**src/sv/tlpc_pkg.sv**
```systemverilog
// tlpc_pkg: shared types, codes and decode functions for the traffic light
// phase controller
// no dependencies

package tlpc_pkg;

  // one-hot phase state
  typedef enum logic [6:0] {
    PH_NS_GREEN  = 7'b0000001,
    PH_NS_YELLOW = 7'b0000010,
    PH_EW_GREEN  = 7'b0000100,
    PH_EW_YELLOW = 7'b0001000,
    PH_ALL_RED   = 7'b0010000,
    PH_WALK      = 7'b0100000,
    PH_EMERGENCY = 7'b1000000
  } phase_e;

  localparam logic [2:0] CODE_NS_GREEN  = 3'd0;
  localparam logic [2:0] CODE_NS_YELLOW = 3'd1;
  localparam logic [2:0] CODE_EW_GREEN  = 3'd2;
  localparam logic [2:0] CODE_EW_YELLOW = 3'd3;
  localparam logic [2:0] CODE_ALL_RED   = 3'd4;
  localparam logic [2:0] CODE_WALK      = 3'd5;
  localparam logic [2:0] CODE_EMERGENCY = 3'd6;

  localparam logic [1:0] LAMP_RED    = 2'd0;
  localparam logic [1:0] LAMP_YELLOW = 2'd1;
  localparam logic [1:0] LAMP_GREEN  = 2'd2;

  localparam logic [1:0] CFG_GREEN   = 2'd0;
  localparam logic [1:0] CFG_YELLOW  = 2'd1;
  localparam logic [1:0] CFG_ALL_RED = 2'd2;
  localparam logic [1:0] CFG_WALK    = 2'd3;

  localparam int unsigned TICK_W = 16;

  localparam logic [TICK_W-1:0] GREEN_RST   = 16'd10;
  localparam logic [TICK_W-1:0] YELLOW_RST  = 16'd3;
  localparam logic [TICK_W-1:0] ALL_RED_RST = 16'd2;
  localparam logic [TICK_W-1:0] WALK_RST    = 16'd8;

  typedef logic [TICK_W-1:0] ticks_t;

  function automatic logic [2:0] phase_code(phase_e ph);
    logic [2:0] code;
    code = CODE_ALL_RED;
    unique case (ph)
      PH_NS_GREEN:  code = CODE_NS_GREEN;
      PH_NS_YELLOW: code = CODE_NS_YELLOW;
      PH_EW_GREEN:  code = CODE_EW_GREEN;
      PH_EW_YELLOW: code = CODE_EW_YELLOW;
      PH_ALL_RED:   code = CODE_ALL_RED;
      PH_WALK:      code = CODE_WALK;
      PH_EMERGENCY: code = CODE_EMERGENCY;
      default:      code = CODE_ALL_RED;
    endcase
    return code;
  endfunction

  function automatic logic [1:0] ns_lamp(phase_e ph);
    logic [1:0] lamp;
    lamp = LAMP_RED;
    case (ph)
      PH_NS_GREEN:  lamp = LAMP_GREEN;
      PH_NS_YELLOW: lamp = LAMP_YELLOW;
      default:      lamp = LAMP_RED;
    endcase
    return lamp;
  endfunction

  function automatic logic [1:0] ew_lamp(phase_e ph);
    logic [1:0] lamp;
    lamp = LAMP_RED;
    case (ph)
      PH_EW_GREEN:  lamp = LAMP_GREEN;
      PH_EW_YELLOW: lamp = LAMP_YELLOW;
      default:      lamp = LAMP_RED;
    endcase
    return lamp;
  endfunction

endpackage

```
**src/sv/traffic_light_phase_controller_top.sv**
```systemverilog
// traffic_light_phase_controller_top: seven-phase intersection sequencer
// with request latches, tick down-counter and registered result word
// depends on tlpc_pkg
//
//   channel  direction  handshake                payload
//   in       input      in_valid_i / in_stall_o  tick, ped_ns/ew_press, siren_press
//   out      output     out_valid_o / out_stall_i  phase, lamps, walk, emergency, pending
//   cfg      input      cfg_we_i                 cfg_idx_i, cfg_wdata_i
//
// one word per cycle while in_stall_o is low; a result appears in the cycle after its word is taken
// the phase register and down-counter update in the accepting cycle
// in_stall_o is high only while a result sits in the output register and is stalled
// reset: all red with two ticks to go, NS green next, no requests pending

module traffic_light_phase_controller_top (
  input  logic        clk_i,
  input  logic        rst_ni,
  input  logic        cfg_we_i,
  input  logic [1:0]  cfg_idx_i,
  input  logic [15:0] cfg_wdata_i,
  input  logic        in_valid_i,
  output logic        in_stall_o,
  input  logic        tick_i,
  input  logic        ped_ns_press_i,
  input  logic        ped_ew_press_i,
  input  logic        siren_press_i,
  output logic        out_valid_o,
  input  logic        out_stall_i,
  output logic [2:0]  phase_o,
  output logic [1:0]  ns_lamp_o,
  output logic [1:0]  ew_lamp_o,
  output logic        walk_on_o,
  output logic        emergency_on_o,
  output logic [2:0]  pending_requests_o
);

  tlpc_pkg::ticks_t green_q, yellow_q, all_red_q, walk_q;

  tlpc_pkg::phase_e cur_q, cur_d, fol_q, fol_d;
  tlpc_pkg::ticks_t rem_q, rem_d;
  logic             ped_ns_q, ped_ns_d, ped_ew_q, ped_ew_d, siren_q, siren_d;

  logic             out_valid_q;
  logic [2:0]       phase_q;
  logic [1:0]       ns_lamp_q, ew_lamp_q;
  logic             walk_on_q, emergency_on_q;
  logic [2:0]       pending_q;

  logic             in_acc;

  assign in_stall_o = out_valid_q & out_stall_i;
  assign in_acc     = in_valid_i & ~in_stall_o;

  // configuration registers
  always_ff @(posedge clk_i or negedge rst_ni) begin
    if (!rst_ni) begin
      green_q   <= tlpc_pkg::GREEN_RST;
      yellow_q  <= tlpc_pkg::YELLOW_RST;
      all_red_q <= tlpc_pkg::ALL_RED_RST;
      walk_q    <= tlpc_pkg::WALK_RST;
    end else if (cfg_we_i) begin
      unique case (cfg_idx_i)
        tlpc_pkg::CFG_GREEN:   green_q   <= cfg_wdata_i;
        tlpc_pkg::CFG_YELLOW:  yellow_q  <= cfg_wdata_i;
        tlpc_pkg::CFG_ALL_RED: all_red_q <= cfg_wdata_i;
        tlpc_pkg::CFG_WALK:    walk_q    <= cfg_wdata_i;
        default: ;
      endcase
    end
  end

  // next phase, count and latches for one word
  always_comb begin
    logic lat_ns, lat_ew, lat_siren;
    lat_ns    = ped_ns_q | ped_ns_press_i;
    lat_ew    = ped_ew_q | ped_ew_press_i;
    lat_siren = siren_q | siren_press_i;
    cur_d     = cur_q;
    fol_d     = fol_q;
    rem_d     = rem_q;
    ped_ns_d  = lat_ns;
    ped_ew_d  = lat_ew;
    siren_d   = lat_siren;
    if (tick_i) begin
      if (rem_q <= tlpc_pkg::ticks_t'(1)) begin
        cur_d = fol_q;
        unique case (fol_q)
          tlpc_pkg::PH_NS_GREEN: begin
            rem_d = green_q;
            fol_d = tlpc_pkg::PH_NS_YELLOW;
          end
          tlpc_pkg::PH_NS_YELLOW: begin
            rem_d = yellow_q;
            fol_d = tlpc_pkg::PH_EW_GREEN;
          end
          tlpc_pkg::PH_EW_GREEN: begin
            rem_d = green_q;
            fol_d = tlpc_pkg::PH_EW_YELLOW;
          end
          tlpc_pkg::PH_EW_YELLOW: begin
            rem_d = yellow_q;
            fol_d = tlpc_pkg::PH_ALL_RED;
          end
          tlpc_pkg::PH_ALL_RED: begin
            rem_d = all_red_q;
            if (lat_ns || lat_ew) begin
              fol_d = tlpc_pkg::PH_WALK;
            end else if (lat_siren) begin
              fol_d = tlpc_pkg::PH_EMERGENCY;
            end else begin
              fol_d = tlpc_pkg::PH_NS_GREEN;
            end
          end
          tlpc_pkg::PH_WALK: begin
            rem_d    = walk_q;
            ped_ns_d = 1'b0;
            ped_ew_d = 1'b0;
            fol_d    = tlpc_pkg::PH_NS_GREEN;
          end
          tlpc_pkg::PH_EMERGENCY: begin
            rem_d   = all_red_q;
            siren_d = 1'b0;
            fol_d   = tlpc_pkg::PH_ALL_RED;
          end
          default: begin
            cur_d = tlpc_pkg::PH_ALL_RED;
            rem_d = all_red_q;
            fol_d = tlpc_pkg::PH_NS_GREEN;
          end
        endcase
      end else begin
        rem_d = rem_q - tlpc_pkg::ticks_t'(1);
      end
    end
  end

  // sequencer state
  always_ff @(posedge clk_i or negedge rst_ni) begin
    if (!rst_ni) begin
      cur_q    <= tlpc_pkg::PH_ALL_RED;
      fol_q    <= tlpc_pkg::PH_NS_GREEN;
      rem_q    <= tlpc_pkg::ALL_RED_RST;
      ped_ns_q <= 1'b0;
      ped_ew_q <= 1'b0;
      siren_q  <= 1'b0;
    end else if (in_acc) begin
      cur_q    <= cur_d;
      fol_q    <= fol_d;
      rem_q    <= rem_d;
      ped_ns_q <= ped_ns_d;
      ped_ew_q <= ped_ew_d;
      siren_q  <= siren_d;
    end
  end

  // result register
  always_ff @(posedge clk_i or negedge rst_ni) begin
    if (!rst_ni) begin
      out_valid_q <= 1'b0;
    end else if (in_acc) begin
      out_valid_q <= 1'b1;
    end else if (!out_stall_i) begin
      out_valid_q <= 1'b0;
    end
  end

  always_ff @(posedge clk_i) begin
    if (in_acc) begin
      phase_q        <= tlpc_pkg::phase_code(cur_d);
      ns_lamp_q      <= tlpc_pkg::ns_lamp(cur_d);
      ew_lamp_q      <= tlpc_pkg::ew_lamp(cur_d);
      walk_on_q      <= (cur_d == tlpc_pkg::PH_WALK);
      emergency_on_q <= (cur_d == tlpc_pkg::PH_EMERGENCY);
      pending_q      <= {siren_d, ped_ew_d, ped_ns_d};
    end
  end

  assign out_valid_o        = out_valid_q;
  assign phase_o            = phase_q;
  assign ns_lamp_o          = ns_lamp_q;
  assign ew_lamp_o          = ew_lamp_q;
  assign walk_on_o          = walk_on_q;
  assign emergency_on_o     = emergency_on_q;
  assign pending_requests_o = pending_q;

`ifndef SYNTHESIS
  a_acc_gives_result : assert property (@(posedge clk_i) disable iff (!rst_ni)
    in_acc |=> out_valid_q)
    else $error("accepted word gave no result");

  a_no_accept_when_full : assert property (@(posedge clk_i) disable iff (!rst_ni)
    (out_valid_q && out_stall_i) |-> !in_acc)
    else $error("word accepted over a stalled result");

  a_walk_lamps_red : assert property (@(posedge clk_i) disable iff (!rst_ni)
    (out_valid_q && walk_on_q) |->
      (ns_lamp_q == tlpc_pkg::LAMP_RED && ew_lamp_q == tlpc_pkg::LAMP_RED && !emergency_on_q))
    else $error("lamps not red during walk");

  a_walk_clears_ped : assert property (@(posedge clk_i) disable iff (!rst_ni)
    (in_acc && cur_q != tlpc_pkg::PH_WALK && cur_d == tlpc_pkg::PH_WALK) |=>
      (!ped_ns_q && !ped_ew_q))
    else $error("pedestrian latches survive walk entry");

  a_emerg_clears_siren : assert property (@(posedge clk_i) disable iff (!rst_ni)
    (in_acc && cur_q != tlpc_pkg::PH_EMERGENCY && cur_d == tlpc_pkg::PH_EMERGENCY) |=>
      !siren_q)
    else $error("siren latch survives emergency entry");
`endif

endmodule

```
**config.mk**
```make
export PLATFORM = sky130hd
export DESIGN_NAME = traffic_light_phase_controller_top
export DESIGN_NICKNAME = d
export VERILOG_FILES = /design/src/sv/tlpc_pkg.sv /design/src/sv/traffic_light_phase_controller_top.sv
export SDC_FILE = /design/constraint.sdc
export NUM_CORES = 1
export LEC_CHECK = 0
export ABC_AREA = 1
export BUFFER_PORTS_ARGS = -buffer_cell sky130_fd_sc_hd__buf_2
export CELL_PAD_IN_SITES_DETAIL_PLACEMENT = 0
export CELL_PAD_IN_SITES_GLOBAL_PLACEMENT = 1
export CORE_UTILIZATION = 45
export DETAILED_ROUTE_END_ITERATION = 10
export GPL_TIMING_DRIVEN = 0
export PLACE_DENSITY_LB_ADDON = 0.2
export SYNTH_ARGS = -nofsm -noshare
export SYNTH_HDL_FRONTEND = slang
export SYNTH_SLANG_ARGS = --single-unit
export TNS_END_PERCENT = 1
```
**constraint.sdc**
```tcl
create_clock -name clk_i -period 2.7 [get_ports clk_i]
set_input_delay 0.54 -clock clk_i [delete_from_list [all_inputs] [get_ports clk_i]]
set_output_delay 0.54 -clock clk_i [all_outputs]
set_load 0.05 [all_outputs]
```
==> impl_results.md, run 1 <==
* Clock power share at 30.0%
* Total GRT Usage at 23.9%
* Run status: completed
* Unrepaired setup endpoints after global routing: no
* EDFF count, synth at 12
* Crit path kind: flip-flop to flip-flop
* Arrival time worst endpoint at 2.40 ns
* Routability Congestion at 0.872
* Syn Inst Count at 631
* Largest net degree at the start of global routing at 74
* Total power at 4.63 mW
* Clk_lat worst skew at 0.36 ns
* Synth Area per Inst at 8.43 sq um
* Residual DRC count at 0
* CP Launch Type: flip-flop
* Clk_skew at 0.00652 ns
* Drt wl/cell at 16.2 microns
* Ranking of synthesized cells by area: dfrtp_1 (42%), nand2_1 (11%), o21ai_0 (8.3%), edfxtp_1 (6.8%), dfstp_2 (4.4%)
* Worst Setup End Kind: flip-flop
* Slew margin rel. at 58.3%
* Area delta synth->final at 13.5%
* Layout cells sized above 1 at 16.7%
* Initial Util at 46.4%
* Number of DRC markers in iteration 0 at 286
* Primary FF master, synth: dfrtp_1
* Asr flop ratio synth at 89.1%
* Initial antenna violation count at 0
* Post-synth cell types at 38
* Reg2Reg Setup Slack at 0.41 ns
* Register area share after synthesis at 53.1%
* Max Cap Viol at 0
* Via count of the first global-routing pass at 4,434
* Num ports at 41
* Register bit total from synthesis at 110
* Core area at 0.0115 sq mm
* Filler cells at 1,086
* Routed Antenna Nets at 0
* Fin util at 52.7%
* Root Driver: clkbuf_16
* Worst-Margin Slew at 0.626 ns
* Minimum clock period at 2.29 ns
* Die span in y at 111 microns
* Sw frac at 33.4%
* Synth area leader: dfrtp_1
* Commonest non-fill, non-tap cells in the layout: nand2_1 (159), dfrtp_1 (89), o21ai_0 (88)
* Worst min path class: primary input to asynchronous set/reset pin
* Post-synth top area share at 41.9%
* Syn_nets at 660
* Bufs on Longest Clock Path at 2
* Clk sinks at 110
* Design Area, Final at 0.00604 sq mm
* Die area at 0.0123 sq mm
* Reg power frac at 47.3%
* Rows at 39
* Power Dens Cells at 766 mW/mm^2
* Final hold vios at 0
* Worst VDD drop at 0.690 mV
* Post-Syn Area at 0.00532 sq mm
* Worst Path Required at 2.81 ns
* Routed via count at 4,459
* Crit-path max FO at 6
* Fin crit share at 84.7%
* Synth warn at 0
* Commonest non-fill, non-tap cell in the layout: nand2_1
* Final WL at 13.4 mm
* Area after DPL at 0.00573 sq mm
* CTS tree: yes
* ANT cells at 0
* H-tree Lvls at 3
* DP Wirelength at 9.44 mm
* Sw Pwr at 1.55 mW
* Nets at 712
* First-pass GRT wire length at 22.7 mm
* Grt ovf at 0
* Die width at 111 microns
* Leak pwr at 2.82 nW
* Hold_buf cts at 0
* Number of max-slew violations in the final report at 0
* Finish-stage setup viols at 0
* Final TNS setup at 0 ns
* Clock transition at path regs at 0.08 ns
* Drt pass-1 iters at 5
* Gate power share at 22.7%
* Cell Int Power at 3.08 mW
* Vias per cell at 5.37
* F_max at 437 MHz
* IO buf count at 40
* CTS Buf Count at 9
metal layers:
metal  GRT usage [%]  part of all wire, %  vias up
met5               0                    0        -
met2            40.2                   49      120
met4            8.09                  2.2        0
met3            5.85                  5.1       22
met1            30.1                   44     2131
li1                -                    -     2186
power by group through the flow:
stage	logic (mW)	registers [mW]	clock network, mW
after floorplan	0.734	2.24	0
after global placement	1.01	2.21	0
after detailed placement	1.05	2.21	0
after CTS	1.05	2.18	1.42
after global routing	1.20	2.22	1.48
final	1.05	2.19	1.39
timing repair:
action	in CTS	in global routing
setup buffers	0	0
resized for setup	0	1
setup endpoints to repair	0	1
synth_stat cells, types with 4 or more instances:
cell type / count
edfxtp_1: 12
clkbuf_1: 16
inv_1: 60
o21ai_1: 5
dfstp_2: 9
buf_2: 5
a21oi_1: 38
o22ai_1: 7
nand2_2: 13
nor2_1: 31
nand2_1: 159
nor2_4: 4
o21ai_0: 88
inv_2: 6
nand4_1: 14
nand3_1: 28
nor2_2: 10
or2_1: 4
dfrtp_1: 89
through the flow:
step / setup slack, ns / hold slack, ns / std cells
CTS: 0.278 / 0.0998 / 831
detailed placement: 0.00624 / 0.468 / 815
global placement: 0.0520 / 0.461 / 814
finish: 0.413 / 0.0970 / 831
floorplan: 0.328 / 0.244 / 631
global route: 0.199 / 0.113 / 831
worst max-delay path: stages (launching register included):
cell     delay [ns]
dfstp_2        0.54
inv_1          0.08
ha_1           0.23
o21ai_0        0.21
nor2_2         0.06
nand2_2        0.15
nor2_4         0.07
or2_1          0.21
nand2_2        0.12
nand3_4        0.10
a21oi_1        0.17
o21ai_1        0.09
cell type report:
| cell class | count | area (sq um) | area share (%) |
|---|---|---|---|
| sequential | 110 | 2820 | 46.8 |
| multi-input combinational | 431 | 2140 | 35.5 |
| inverter | 67 | 253 | 4.18 |
| timing repair buffer | 41 | 230 | 3.81 |
| clock buffer | 10 | 229 | 3.79 |
| tap | 143 | 179 | 2.96 |
| buffer | 23 | 104 | 1.72 |
| clock inverter | 6 | 77.6 | 1.28 |
state kept, by name (all words and copies together) (netlist names):
register	flops
cur_q	7
ped_ns_q	1
yellow_q	16
walk_on_o	1
all_red_q	16
siren_q	1
emergency_on_o	1
out_valid_o	1
ew_lamp_o	2
green_q	16
phase_o	3
pending_requests_o	3
fol_q	7
walk_q	16
ns_lamp_o	2
ped_ew_q	1
rem_q	16
path summary, 6_finish.rpt:
check | start | to | depth (start not counted)
hold / removal | rst_ni | fol_q[1] | 1
setup reg to reg | rem_q[1] | phase_o[2] | 11
hold reg to reg | siren_q | siren_q | 2
min in group clk_i | out_stall_i | out_valid_o | 3
setup / recovery | rem_q[1] | phase_o[2] | 11
max in group asynchronous | rst_ni | all_red_q[1] | 2
cell families after synthesis:
family                   share of synthesized area, %
flip-flops                                       53.1
AND/OR/NAND/NOR                                  23.6
buffers and inverters                            6.70
AO/OA/AOI/OAI                                    15.6
XOR/XNOR                                        0.494
adder cells (fa/ha/maj)                         0.470
No activity file was read; power rests on OpenSTA's default activity.
==> run 2, diff against run 1 <==
==> constraint.sdc (replaced) <==
create_clock -name clk_i -period 2.25 [get_ports clk_i]
set_input_delay 0.45 -clock clk_i [delete_from_list [all_inputs] [get_ports clk_i]]
set_output_delay 0.45 -clock clk_i [all_outputs]
set_load 0.05 [all_outputs]
==> run 2 against run 1 <==
Effect of this change: clock skew up 0.0033 ns; sequential cell count unchanged; clock-buffer cell count down 1; sequential share of layout area down 0.63 points; total power up 20%; final cell count up 0.84%; sequential power up 20%; critical path depth unchanged; via count down 0.13%; utilization up 0.72 points; register-to-register slack worse by 0.32 ns; design area up 1.4%; largest power group unchanged.
==> impl_results.md, run 2 (same netlist as run 1, synthesis figures left out) <==
* CTS tree: yes
* Core area at 0.0115 sq mm
* Unrepaired setup endpoints after global routing: yes
* Initial antenna violation count at 0
* Drt wl/cell at 16.0 microns
* Run status: completed
* Total power at 5.57 mW
* Crit-path max FO at 6
* Residual DRC count at 0
* Commonest non-fill, non-tap cell in the layout: nand2_1
* Vias per cell at 5.31
* Final WL at 13.4 mm
* Finish-stage setup viols at 0
* Layout cells sized above 1 at 18.4%
* Crit path kind: flip-flop to flip-flop
* Largest net degree at the start of global routing at 66
* Clk_skew at 0.00982 ns
* Die area at 0.0123 sq mm
* Final hold vios at 0
* Arrival time worst endpoint at 2.27 ns
* Worst-Margin Slew at 0.661 ns
* DP Wirelength at 9.49 mm
* Clock transition at path regs at 0.07 ns
* Minimum clock period at 2.16 ns
* Filler cells at 1,114
* First-pass GRT wire length at 22.5 mm
* CP Launch Type: flip-flop
* Design Area, Final at 0.00612 sq mm
* Rows at 39
* Post-route insts no fill at 838
* Initial Util at 46.4%
* H-tree Lvls at 3
* Root Driver: clkbuf_16
* Worst VDD drop at 0.954 mV
* Total GRT Usage at 23.6%
* Number of DRC markers in iteration 0 at 288
* IO buf count at 40
* Area delta synth->final at 15.1%
* Worst min path class: primary input to asynchronous set/reset pin
* Clk_lat worst skew at 0.36 ns
* Num ports at 41
* Reg2Reg Setup Slack at 0.09 ns
* Clk sinks at 110
* Nets at 719
* Commonest non-fill, non-tap cells in the layout: nand2_1 (159), dfrtp_1 (89), o21ai_0 (87)
* Worst Setup End Kind: flip-flop
* Via count of the first global-routing pass at 4,437
* Worst Path Required at 2.37 ns
* Die width at 111 microns
* CTS Buf Count at 9
* Grt ovf at 0
* F_max at 464 MHz
* Fin util at 53.4%
* Drt pass-1 iters at 5
* Area after DPL at 0.00573 sq mm
* Max Cap Viol at 0
* ANT cells at 0
* Post-Place Cells at 815
* Leak pwr at 2.88 nW
* Fin crit share at 95.8%
* Power Dens Cells at 909 mW/mm^2
* Routability Congestion at 0.875
* Routed via count at 4,453
* Slew margin rel. at 55.9%
* Number of max-slew violations in the final report at 0
* Bufs on Longest Clock Path at 2
* Die span in y at 111 microns
* Routed Antenna Nets at 0
## run 2: changes by cell type in the layout (fill, tap and decap cells not counted), sizes merged
cell / before / now
buf: 48 / 54
clkinv: 2 / 4
clkinvlp: 1 / 0
## run 2: layout make-up
class                   instances  area [sq um]  area share, %
flip-flops and latches        110          2820           46.1
multi-input cells             431          2170           35.4
repair buffers                 48           283           4.62
inverters                      67           253           4.13
clock buffers                   9           225           3.68
well taps                     143           179           2.92
plain buffers                  23           109           1.78
clock inverters                 7          80.1           1.31
## run 2: per-layer routing
metal	part of all wire (%)	vias up	GRT usage, %	wire [microns]
li1	-	2202	-	-
met1	45	2122	29.8	5990
met2	48	106	39.7	6490
met3	4.7	23	5.90	627
met4	2.0	0	7.73	273
met5	0	-	0	0
## run 2: what timing repair did
| action | 4_1_cts | 5_1_grt |
|---|---|---|
| hold buffers | 0 | 0 |
| endpoints found under the hold margin | 0 | 0 |
| pin swaps | 0 | 4 |
| buffers inserted | 0 | 7 |
| endpoints found under the setup margin | 5 | 19 |
| gates resized for setup | 2 | 10 |
| cloned | 0 | 0 |
## run 2: power breakdown
part	switching (mW)	internal [mW]	total, mW
logic	0.842	0.442	1.28
clock network	0.770	0.882	1.65
registers	0.238	2.39	2.63
## run 2: per-stage QoR
step	worst slack (ns)	TNS [ns]	hold WS [ns]
after detailed placement	-0.0507	-0.182	0.443
after global routing	-0.0512	-0.132	0.0700
after CTS	0.0206	0	0.0529
after floorplan	0.0709	0	0.154
after global placement	-0.313	-27.17	0.461
final	0.0937	0	0.0458
## run 2: worst paths after layout
kind / from / end / cells after the start
setup / recovery: rem_q[1] / phase_o[2] / 11
min in group clk_i: out_stall_i / out_valid_o / 3
setup reg to reg: rem_q[1] / phase_o[2] / 11
hold reg to reg: siren_q / siren_q / 2
hold / removal: rst_ni / cur_q[2] / 1
max in group asynchronous: rst_ni / all_red_q[1] / 2
## run 2: critical path, stage by stage, from the launching register on
cell,delay [ns]
dfstp_2,0.56
inv_1,0.10
ha_1,0.21
o21ai_1,0.17
nor2_2,0.06
nand2_4,0.10
nor2_4,0.06
or2_1,0.22
nand2_2,0.12
nand3_4,0.10
a21oi_2,0.13
o21ai_1,0.08
